$ cat src/sv/alra_pkg.sv
`default_nettype none
package alra_pkg;
  localparam int NUM_POOLS = 3;
  localparam logic [15:0] NO_OWNER = 16'hFFFF;

  typedef enum logic [1:0] {
    FUNC_TICK   = 2'd0,
    FUNC_COMMIT = 2'd1,
    FUNC_FREE   = 2'd2,
    FUNC_NONE   = 2'd3
  } func_t;

  typedef enum logic [1:0] {
    REG_LIFETIME = 2'd0,
    REG_LAYERED  = 2'd1,
    REG_SINGLE   = 2'd2,
    REG_CUBE     = 2'd3
  } reg_idx_t;

  typedef struct packed {
    logic [1:0]  func;
    logic [1:0]  pool;
    logic [15:0] light_id;
    logic        has_offset;
    logic [5:0]  cur_offset;
    logic [2:0]  layer_count;
  } req_t;

  typedef struct packed {
    logic        success;
    logic [5:0]  new_offset;
    logic [15:0] pass_index;
  } rsp_t;
endpackage
`default_nettype wire

$ cat src/sv/alra_if.sv
`default_nettype none
interface alra_req_if import alra_pkg::*; ();
  logic valid;
  logic ready;
  req_t data;
  modport source (output valid, data, input ready);
  modport sink (input valid, data, output ready);
endinterface

interface alra_rsp_if import alra_pkg::*; ();
  logic valid;
  logic ready;
  rsp_t data;
  modport source (output valid, data, input ready);
  modport sink (input valid, data, output ready);
endinterface

interface alra_cfg_if ();
  logic       valid;
  logic       ready;
  logic [1:0] index;
  logic [7:0] wdata;
  modport source (output valid, index, wdata, input ready);
  modport sink (input valid, index, wdata, output ready);
endinterface
`default_nettype wire

$ cat src/sv/alra_slot_mem.sv
`default_nettype none
// Slot store: age and owner per slot, one read and one write port, registered read.
module alra_slot_mem #(
  parameter int DEPTH = 192,
  parameter int AW = 8
) (
  input  wire logic          clk,
  input  wire logic [AW-1:0] raddr,
  output logic [7:0]         rage,
  output logic [15:0]        rowner,
  input  wire logic          we,
  input  wire logic [AW-1:0] waddr,
  input  wire logic [7:0]    wage,
  input  wire logic [15:0]   wowner
);
  logic [23:0] mem [DEPTH];
  logic [23:0] rd_r;
  always_ff @(posedge clk) begin
    if (we) mem[waddr] <= {wage, wowner};
    rd_r <= mem[raddr];
  end
  assign rage   = rd_r[23:16];
  assign rowner = rd_r[15:0];
endmodule
`default_nettype wire

$ cat src/sv/aging_layer_range_allocator_top.sv
`default_nettype none
// Steps per request: tick reads then writes back every slot of all pools; free releases
//   the range; rejected or rangeless requests finish directly; commit runs renewal, then on
//   a broken range release, search (window scan, moving on after a miss), and claim.
// Throughput: one request at a time; the next is taken only after the result is accepted.
// Reset: synchronous active-low; clears registers, then sweeps all 3*SLOTS_PER_POOL
//   slots to free/no owner before taking requests.
module aging_layer_range_allocator_top import alra_pkg::*; #(
  parameter int SLOTS_PER_POOL = 64,
  parameter int MAX_RUN = 4
) (
  input wire logic clk,
  input wire logic rst_n,
  alra_req_if.sink   in_req,
  alra_rsp_if.source out_rsp,
  alra_cfg_if.sink   cfg_wr
);
  localparam int DEPTH = NUM_POOLS * SLOTS_PER_POOL;
  localparam int AW = $clog2(DEPTH);
  localparam int SW = $clog2(SLOTS_PER_POOL + 1);  // slot index incl. size
  localparam int CW = $clog2(MAX_RUN + 1) + 1;

  // one-hot sequencer
  typedef enum logic [8:0] {
    S_CLEAR = 9'b000000001,
    S_IDLE  = 9'b000000010,
    S_TICKR = 9'b000000100,  // read issued, data next
    S_TICKW = 9'b000001000,
    S_RENR  = 9'b000010000,  // renewal check
    S_RELR  = 9'b000100000,  // release range (free or broken renewal)
    S_SRCH  = 9'b001000000,  // window scan
    S_CLAIM = 9'b010000000,
    S_DONE  = 9'b100000000
  } st_t;

  st_t state_r, state_nxt;
  req_t req_r;
  logic [7:0] life_r;
  logic [6:0] psize_r [NUM_POOLS];
  logic [15:0] pass_r [NUM_POOLS];
  logic [AW-1:0] addr_r;      // sweep address (clear, tick)
  logic [SW-1:0] win_r;       // search window start
  logic [CW-1:0] k_r;         // position within run
  logic phase_r;              // 0: read issued, 1: data valid
  logic ren_ok_r;
  logic rsp_valid_r;
  rsp_t rsp_r;

  logic [AW-1:0] raddr, waddr;
  logic [7:0] rage, wage;
  logic [15:0] rowner, wowner;
  logic we;

  alra_slot_mem #(.DEPTH(DEPTH), .AW(AW)) u_mem (
    .clk, .raddr, .rage, .rowner, .we, .waddr, .wage, .wowner
  );

  // effective pool size, clipped to SLOTS_PER_POOL
  logic [SW-1:0] size;
  logic [1:0] pidx;
  assign pidx = (req_r.pool < 2'(NUM_POOLS)) ? req_r.pool : 2'd0;
  always_comb begin
    if (32'(psize_r[pidx]) > SLOTS_PER_POOL) size = SW'(SLOTS_PER_POOL);
    else size = SW'(psize_r[pidx]);
  end

  logic [AW-1:0] base;
  assign base = AW'(32'(pidx) * SLOTS_PER_POOL);
  logic [SW:0] cur_k, win_k;
  assign cur_k = (SW+1)'(req_r.cur_offset) + (SW+1)'(k_r);
  assign win_k = (SW+1)'(win_r) + (SW+1)'(k_r);
  logic [CW-1:0] cnt;
  assign cnt = CW'(req_r.layer_count);
  logic cur_in;
  assign cur_in = cur_k < (SW+1)'(size);

  logic in_fire, out_fire, cfg_fire;
  assign in_req.ready = (state_r == S_IDLE) && !rsp_valid_r;
  assign in_fire = in_req.valid && in_req.ready;
  assign out_fire = rsp_valid_r && out_rsp.ready;
  assign out_rsp.valid = rsp_valid_r;
  assign out_rsp.data = rsp_r;
  // registers change only between requests, never during the clear sweep
  assign cfg_wr.ready = (state_r == S_IDLE);
  assign cfg_fire = cfg_wr.valid && cfg_wr.ready;

  logic finish;
  rsp_t fin_rsp;
  logic pass_inc, pass_clr;

  always_comb begin
    state_nxt = state_r;
    raddr = addr_r;
    we = 1'b0;
    waddr = addr_r;
    wage = life_r;
    wowner = NO_OWNER;
    finish = 1'b0;
    fin_rsp = '0;
    pass_inc = 1'b0;
    pass_clr = 1'b0;
    case (state_r)
      S_CLEAR: begin
        we = 1'b1;
        if (32'(addr_r) == DEPTH - 1) state_nxt = S_IDLE;
      end
      S_IDLE: begin
        if (in_fire) begin
          case (in_req.data.func)
            FUNC_TICK: state_nxt = S_TICKR;
            FUNC_FREE: begin
              if (in_req.data.pool < 2'(NUM_POOLS) &&
                  32'(in_req.data.layer_count) <= MAX_RUN) begin
                state_nxt = in_req.data.has_offset ? S_RELR : S_DONE;
              end else begin
                state_nxt = S_DONE;
              end
            end
            FUNC_COMMIT: begin
              if (in_req.data.pool < 2'(NUM_POOLS) && in_req.data.layer_count != 3'd0 &&
                  32'(in_req.data.layer_count) <= MAX_RUN &&
                  in_req.data.light_id != NO_OWNER) begin
                state_nxt = in_req.data.has_offset ? S_RENR : S_SRCH;
              end else begin
                state_nxt = S_DONE;
              end
            end
            default: state_nxt = S_DONE;
          endcase
        end
      end
      S_TICKR: state_nxt = S_TICKW;
      S_TICKW: begin
        // read of addr_r issued last cycle, data now valid
        raddr = addr_r;
        we = rage < life_r;
        wage = rage + 8'd1;
        wowner = rowner;
        if (32'(addr_r) == DEPTH - 1) begin
          pass_clr = 1'b1;
          finish = 1'b1;
          fin_rsp.success = 1'b1;
        end else begin
          state_nxt = S_TICKR;
        end
      end
      S_RENR: begin
        raddr = base + AW'(cur_k);
        waddr = raddr;
        if (phase_r && cur_in && rowner == req_r.light_id) begin
          we = 1'b1;
          wage = 8'd0;
          wowner = rowner;
        end
        if (phase_r && k_r == cnt - CW'(1)) begin
          if (ren_ok_r && cur_in && rowner == req_r.light_id) begin
            pass_inc = 1'b1;
            finish = 1'b1;
            fin_rsp.success = 1'b1;
            fin_rsp.new_offset = req_r.cur_offset;
            fin_rsp.pass_index = pass_r[pidx];
          end else begin
            state_nxt = S_RELR;
          end
        end
      end
      S_RELR: begin
        waddr = base + AW'(cur_k);
        we = cur_in && (k_r < cnt);
        if (k_r >= cnt) begin
          if (req_r.func == FUNC_FREE) begin
            finish = 1'b1;
            fin_rsp.success = 1'b1;
          end else begin
            state_nxt = S_SRCH;
          end
        end
      end
      S_SRCH: begin
        raddr = base + AW'(win_k);
        if ((SW+1)'(win_r) + (SW+1)'(cnt) > (SW+1)'(size)) begin
          finish = 1'b1;
        end else if (phase_r && k_r == cnt - CW'(1) && rage >= life_r) begin
          state_nxt = S_CLAIM;
        end
      end
      S_CLAIM: begin
        waddr = base + AW'(win_k);
        we = k_r < cnt;
        wage = 8'd0;
        wowner = req_r.light_id;
        if (k_r >= cnt) begin
          pass_inc = 1'b1;
          finish = 1'b1;
          fin_rsp.success = 1'b1;
          fin_rsp.new_offset = 6'(win_r);
          fin_rsp.pass_index = pass_r[pidx];
        end
      end
      S_DONE: begin
        finish = 1'b1;
        fin_rsp.success = (req_r.func == FUNC_FREE) && (req_r.pool < 2'(NUM_POOLS)) &&
                          (32'(req_r.layer_count) <= MAX_RUN);
      end
      default: state_nxt = S_IDLE;
    endcase
    if (finish) state_nxt = S_IDLE;
  end

  always_ff @(posedge clk) begin
    if (!rst_n) begin
      state_r <= S_CLEAR;
      addr_r <= '0;
      life_r <= 8'd4;
      for (int p = 0; p < NUM_POOLS; p++) begin
        psize_r[p] <= 7'd16;
        pass_r[p] <= '0;
      end
      rsp_valid_r <= 1'b0;
      win_r <= '0;
      k_r <= '0;
      phase_r <= 1'b0;
      ren_ok_r <= 1'b0;
    end else begin
      state_r <= state_nxt;
      if (cfg_fire) begin
        case (cfg_wr.index)
          REG_LIFETIME: life_r <= cfg_wr.wdata;
          REG_LAYERED:  psize_r[0] <= cfg_wr.wdata[6:0];
          REG_SINGLE:   psize_r[1] <= cfg_wr.wdata[6:0];
          REG_CUBE:     psize_r[2] <= cfg_wr.wdata[6:0];
          default: ;
        endcase
      end
      if (finish) rsp_valid_r <= 1'b1;
      else if (out_fire) rsp_valid_r <= 1'b0;
      if (pass_clr) for (int p = 0; p < NUM_POOLS; p++) pass_r[p] <= '0;
      if (pass_inc) pass_r[pidx] <= pass_r[pidx] + 16'd1;
      case (state_r)
        S_CLEAR: addr_r <= (32'(addr_r) == DEPTH - 1) ? '0 : addr_r + AW'(1);
        S_IDLE: begin
          addr_r <= '0;
          win_r <= '0;
          k_r <= '0;
          phase_r <= 1'b0;
          ren_ok_r <= 1'b1;
        end
        S_TICKW: addr_r <= (32'(addr_r) == DEPTH - 1) ? '0 : addr_r + AW'(1);
        S_RENR: begin
          phase_r <= !phase_r;
          if (phase_r) begin
            if (!(cur_in && rowner == req_r.light_id)) ren_ok_r <= 1'b0;
            k_r <= (k_r == cnt - CW'(1)) ? '0 : k_r + CW'(1);
          end
        end
        S_RELR: k_r <= (k_r >= cnt) ? '0 : k_r + CW'(1);
        S_SRCH: begin
          phase_r <= !phase_r;
          if (phase_r) begin
            if (rage < life_r) begin
              win_r <= win_r + SW'(1);
              k_r <= '0;
            end else if (k_r != cnt - CW'(1)) begin
              k_r <= k_r + CW'(1);
            end else begin
              k_r <= '0;
            end
          end
        end
        S_CLAIM: k_r <= k_r + CW'(1);
        default: ;
      endcase
    end
  end

  always_ff @(posedge clk) begin
    if (in_fire) req_r <= in_req.data;
    if (finish) rsp_r <= fin_rsp;
  end

`ifndef SYNTHESIS
  a_no_accept_busy: assert property (@(posedge clk) disable iff (!rst_n)
    in_fire |-> state_r == S_IDLE) else $error("request taken while busy");
  a_one_result: assert property (@(posedge clk) disable iff (!rst_n)
    finish |-> !rsp_valid_r || out_fire) else $error("result overwritten");
  a_fail_zero: assert property (@(posedge clk) disable iff (!rst_n)
    rsp_valid_r && !rsp_r.success |-> rsp_r.new_offset == 6'd0 && rsp_r.pass_index == 16'd0)
    else $error("failed result carries data");
`endif
endmodule
`default_nettype wire

$ cat src/flat_wrapper.sv
// flat-port wrapper written by rule: the top's interface ports become plain ports
module aging_layer_range_allocator_top_flat import alra_pkg::*;
#(
  parameter int SLOTS_PER_POOL = 64,
  parameter int MAX_RUN = 4
)
  (clk, rst_n, in_req_valid, in_req_data, in_req_ready, out_rsp_valid, out_rsp_data, out_rsp_ready, cfg_wr_valid, cfg_wr_index, cfg_wr_wdata, cfg_wr_ready);
  alra_req_if in_req_i ();
  alra_rsp_if out_rsp_i ();
  alra_cfg_if cfg_wr_i ();
  input wire logic clk;
  input wire logic rst_n;
  input wire logic [$bits(in_req_i.valid)-1:0] in_req_valid;
  input wire logic [$bits(in_req_i.data)-1:0] in_req_data;
  output wire logic [$bits(in_req_i.ready)-1:0] in_req_ready;
  output wire logic [$bits(out_rsp_i.valid)-1:0] out_rsp_valid;
  output wire logic [$bits(out_rsp_i.data)-1:0] out_rsp_data;
  input wire logic [$bits(out_rsp_i.ready)-1:0] out_rsp_ready;
  input wire logic [$bits(cfg_wr_i.valid)-1:0] cfg_wr_valid;
  input wire logic [$bits(cfg_wr_i.index)-1:0] cfg_wr_index;
  input wire logic [$bits(cfg_wr_i.wdata)-1:0] cfg_wr_wdata;
  output wire logic [$bits(cfg_wr_i.ready)-1:0] cfg_wr_ready;
  assign in_req_i.valid = in_req_valid;
  assign in_req_i.data = in_req_data;
  assign in_req_ready = in_req_i.ready;
  assign out_rsp_valid = out_rsp_i.valid;
  assign out_rsp_data = out_rsp_i.data;
  assign out_rsp_i.ready = out_rsp_ready;
  assign cfg_wr_i.valid = cfg_wr_valid;
  assign cfg_wr_i.index = cfg_wr_index;
  assign cfg_wr_i.wdata = cfg_wr_wdata;
  assign cfg_wr_ready = cfg_wr_i.ready;
  aging_layer_range_allocator_top #(.SLOTS_PER_POOL(SLOTS_PER_POOL), .MAX_RUN(MAX_RUN)) u_core (.clk(clk), .rst_n(rst_n), .in_req(in_req_i), .out_rsp(out_rsp_i), .cfg_wr(cfg_wr_i));
endmodule
$ cat config.mk
export PLATFORM = sky130hd
export DESIGN_NAME = aging_layer_range_allocator_top_flat
export DESIGN_NICKNAME = d
export VERILOG_FILES = /design/src/sv/alra_pkg.sv /design/src/sv/alra_if.sv /design/src/sv/alra_slot_mem.sv /design/src/sv/aging_layer_range_allocator_top.sv /design/src/flat_wrapper.sv
export SDC_FILE = /design/constraint.sdc
export NUM_CORES = 2
export LEC_CHECK = 0
export BUFFER_PORTS_ARGS = -buffer_cell sky130_fd_sc_hd__buf_2
export CORE_AREA = 2 2 799 801
export DETAILED_ROUTE_END_ITERATION = 12
export DIE_AREA = 0 0 801 803
export PLACE_DENSITY = 0.51
export SLEW_MARGIN = 20
export SYNTH_ARGS = -nofsm -noshare
export SYNTH_HDL_FRONTEND = slang
export SYNTH_MEMORY_MAX_BITS = 65536
export SYNTH_SLANG_ARGS = --single-unit
export TNS_END_PERCENT = 10
$ cat constraint.sdc
create_clock -name clk -period 30.1 [get_ports clk]
set_input_delay 1.505 -clock clk [delete_from_list [all_inputs] [get_ports clk]]
set_output_delay 1.505 -clock clk [all_outputs]
set_load 0.02 [all_outputs]
==> results.ini <==
[floorplanning]
boundaryPins = 71
die_height_um = 803
site_rows = 293
floorplan.die.width_um = 801
core_area_um2 = 635000
start_util_pct = 29.9
die_area_um2 = 643000

[min_path]
endpoint_worst_hold = u_core.life_r[3]
holdCritPathClass = reg2reg
min_path_cells = 2
timing.hold.worst.start = u_core.life_r[3]

[yosys]
yosysWarningCount = 0
syn_area_um2 = 190000
synth_top_area_share_pct = 75.1
postSynth.asyncResetShare_pct = 0
synth_edf_count = 4745
synth.net_count = 13035
synth_top_cells_by_area = sky130_fd_sc_hd__edfxtp_1 (75%), sky130_fd_sc_hd__nand2_1 (5.8%), sky130_fd_sc_hd__a32oi_1 (3.8%)
yosysTopAreaCell = sky130_fd_sc_hd__edfxtp_1
postSynth.topFlopCell = sky130_fd_sc_hd__edfxtp_1
synth_cells = 12940
synthesis.area_per_instance_um2 = 14.7
synth.ff_latch_count = 4808
yosysUniqueCellTypes = 86
yosysSeqAreaShare_pct = 75.8

[critical_path]
cp.buffers_inverters = 5
critical_path.reg2reg.endpoint = u_core.u_mem.rd_r[1]
cpLargestDelayFamily = buffers and inverters
critical_path.reg2reg.startpoint = u_core.state_r[7]
worst_path_most_repeated_cell = sky130_fd_sc_hd__buf_4
crit_chain = or3_1 > o31a_1 > nor2_4 > buf_4 > buf_4 > buf_4 > buf_4 > buf_4 > mux2i_1 > a32oi_1 > nand4_1 > a41oi_2 > nor3_2 > nand3_1
critical_path_required_ns = 31.02
critical-path-max-stage-delay_ns = 0.82
setup.worst_path.start_class = flip-flop
worst_reg_to_reg_setup_slack_ns = 21.89
worst_setup_path_end_kind = flip-flop
critPathSlowestCell = sky130_fd_sc_hd__nor3_2
worstPathArrival_ns = 9.12
timing.critical_path.fanout_max = 52
timing_worst_setup_path_type = reg2reg
reg2regPathDepth = 14

[place]
io_buffers = 70
placement.setup.worst_slack_ns = 21.81
place.detailed.instances = 20958
hpwlAfterDp_mm = 360
gp_congestion = 0.867

[clock_tree]
post_cts_resized = 0
postCtsSetupRepairBufs = 0
clkSinkCount = 4808
cts_tree = done
htree_levels = 6
cts-buffers-inserted = 532
cts_max_path_buffers = 4
holdBufCountCts = 0
worstSkewPairLatency_ns = 1.08
clock_pin_slew_worst_setup_and_hold_paths_ns = 0.06
cts.root.buffer_cell = sky130_fd_sc_hd__clkbuf_16

[power_and_ir_drop]
power.density_nw_per_um2 = 76.2
leakagePower_nw = 69.9
ir_worst_vdd_v = 0.0000619

[global_route]
grt_start_max_net_pins = 158
grt_antenna_before_repair = 36
first_global_vias = 110990
grt_first_pass_wirelength_mm = 887
overflow = 0
grt_util_all_layers_pct = 19.0

[outcome]
status = completed

[drt]
initialDrtViolationCount = 16359
first_pass_iters = 6
ant_nets = 0
routed_wl_mm = 641
routed_wire_length_per_instance_um = 29.2
via_density = 5.41
detailroute.via_count = 118705
remaining_drc_errors = 0

[sta]
final-setup-viol-count = 0
final_hold_viol_count = 0
layout_worst_path_cycle_share_pct = 27.3
timing.clock.skew_ns = 0.0531
pins_over_slew_limit = 0
timing.max_slew.rel_slack_pct = 9.36
layout_min_cycle_time_ns = 8.21
finalWorstSetupSlack_ns = 21.89
worst_slew_pin_tran_ns = 1.36
grt_setup_unrepaired = false
final.setup.tns_ns = 0
max_freq_mhz = 122

[finish]
final_cell_count_no_fill = 21928
area.growth.synth_to_final_pct = 15.4
drive_above_1_share_pct = 11.5
layout_common_cells = sky130_fd_sc_hd__edfxtp_1 (4745), sky130_fd_sc_hd__nand2_1 (2946), sky130_fd_sc_hd__a32oi_1 (815)
layout.nets = 13192
most_frequent_standard_cell_in_the_layout_excluding_fill_and_tap_cells = sky130_fd_sc_hd__edfxtp_1

[run]
cap_violations = 0

-- layer usage --
layer / global-route usage, % / wire [um] / vias up / part of all wire [%]
met2: 30.1 / 293000 / 5598 / 46
met4: 5.86 / 22000 / 2 / 3.4
met5: 0 / 13 / - / 0.0020
met3: 3.37 / 56800 / 891 / 8.9
li1: - / - / 50315 / -
met1: 26.8 / 270000 / 61899 / 42
-- power by group --
| group | total [W] | switching [W] | internal, W | leakage [nW] |
|---|---|---|---|---|
| clock | 0.00625 | 0.00270 | 0.00355 | 8.01 |
| combinational | 0.00289 | 0.00210 | 0.000797 | 19.8 |
| sequential | 0.00756 | 0.0000676 | 0.00749 | 42.0 |
| total | 0.0167 | 0.00486 | 0.0118 | 69.9 |
-- worst register-to-register path, cell delays in order, from the launching register on --
cell and delay (ns):
sky130_fd_sc_hd__dfxtp_1 0.38, sky130_fd_sc_hd__or3_1 0.62, sky130_fd_sc_hd__o31a_1 0.63, sky130_fd_sc_hd__nor2_4 0.81, sky130_fd_sc_hd__buf_4 0.71, sky130_fd_sc_hd__buf_4 0.75
sky130_fd_sc_hd__buf_4 0.65, sky130_fd_sc_hd__buf_4 0.71, sky130_fd_sc_hd__buf_4 0.72, sky130_fd_sc_hd__mux2i_1 0.33, sky130_fd_sc_hd__a32oi_1 0.09, sky130_fd_sc_hd__nand4_1 0.18
sky130_fd_sc_hd__a41oi_2 0.46, sky130_fd_sc_hd__nor3_2 0.84, sky130_fd_sc_hd__nand3_1 0.17
-- flip-flops by register name, summed over array words and instances (netlist names), 4 cells and up --
signal and cells:
u_core.u_mem.mem 4608, u_core.pass_r 64, u_core.req_r 26, u_core.u_mem.rd_r 24, u_core.out_rsp.data 23, u_core.psize_r 21, u_core.state_r 9, u_core.addr_r 8
u_core.life_r 8, u_core.win_r 7, u_core.k_r 4
-- worst max-delay path by stage --
stage / end / cells after the start / startpoint
floorplan: u_core.u_mem.mem[0][23] / 4 / u_core.state_r[1]
global placement: u_core.u_mem.rd_r[8] / 14 / u_core.state_r[1]
detailed placement: u_core.u_mem.rd_r[15] / 14 / u_core.state_r[1]
CTS: u_core.u_mem.rd_r[15] / 14 / u_core.state_r[1]
global route: u_core.u_mem.rd_r[7] / 14 / u_core.state_r[7]
finish: u_core.u_mem.rd_r[1] / 14 / u_core.state_r[7]
-- synthesized netlist by cell type (7+ instances only) --
cell and count:
sky130_fd_sc_hd__a41oi_1 38, sky130_fd_sc_hd__a211oi_1 90, sky130_fd_sc_hd__ha_1 47, sky130_fd_sc_hd__or3_1 12, sky130_fd_sc_hd__dfxtp_1 63, sky130_fd_sc_hd__nand4_1 395
sky130_fd_sc_hd__nand2b_1 11, sky130_fd_sc_hd__clkbuf_1 374, sky130_fd_sc_hd__mux4_2 23, sky130_fd_sc_hd__o21a_1 9, sky130_fd_sc_hd__a2111oi_0 14, sky130_fd_sc_hd__o2111ai_1 7
sky130_fd_sc_hd__nor2b_1 23, sky130_fd_sc_hd__buf_4 43, sky130_fd_sc_hd__and2_1 19, sky130_fd_sc_hd__mux2_2 11, sky130_fd_sc_hd__a311oi_1 11, sky130_fd_sc_hd__nand2_1 2950
sky130_fd_sc_hd__o211ai_1 28, sky130_fd_sc_hd__xor2_1 20, sky130_fd_sc_hd__a221oi_1 31, sky130_fd_sc_hd__buf_2 390, sky130_fd_sc_hd__inv_1 51, sky130_fd_sc_hd__nor3_1 46
sky130_fd_sc_hd__edfxtp_1 4745, sky130_fd_sc_hd__a32oi_1 815, sky130_fd_sc_hd__a41o_1 7, sky130_fd_sc_hd__a22o_1 8, sky130_fd_sc_hd__a31oi_1 47, sky130_fd_sc_hd__o22ai_1 41
sky130_fd_sc_hd__nor2_1 331, sky130_fd_sc_hd__xnor2_1 38, sky130_fd_sc_hd__mux2i_1 668, sky130_fd_sc_hd__nor4_1 35, sky130_fd_sc_hd__nand4b_1 9, sky130_fd_sc_hd__a22oi_1 118
sky130_fd_sc_hd__and3_1 110, sky130_fd_sc_hd__o311ai_0 14, sky130_fd_sc_hd__buf_1 74, sky130_fd_sc_hd__nand3_1 458, sky130_fd_sc_hd__a221o_1 21, sky130_fd_sc_hd__o21ai_0 102
sky130_fd_sc_hd__a21oi_1 501
-- area by class of cell --
cell class,count,area [um^2]
clock inverters,264,2130
well taps,8407,10500
repair buffers,508,4470
diodes,10,25.0
flip-flops and latches,4808,144000
clock buffers,684,14300
inverters,53,199
multi-input cells,7194,43600
fillers,60670,416000
-- metrics by stage --
step	instance area, um^2	util, %	hold WS (ns)	power [W]
2_1_floorplan	190000	-	0.449	0.00955
3_3_place_gp	202000	31.8	0.493	0.0106
3_5_place_dp	202000	31.9	0.490	0.0106
4_1_cts	219000	34.4	0.504	0.0168
5_1_grt	219000	34.5	0.529	0.0172
6_report	219000	34.5	0.497	0.0167
-- logic make-up (layout without fill, tap and decap cells) --
family	after synthesis	after routing	synth area share, %
AO/OA/AOI/OAI	1944	1944	7.54
flip-flops	4808	4808	75.8
XOR/XNOR	58	58	0.268
multiplexers	702	702	3.86
AND/OR/NAND/NOR	4440	4440	10.0
adder cells (fa/ha/maj)	50	50	0.342
other	0	10	0
buffers and inverters	938	1509	2.21
(Power assumes the default switching activity.)
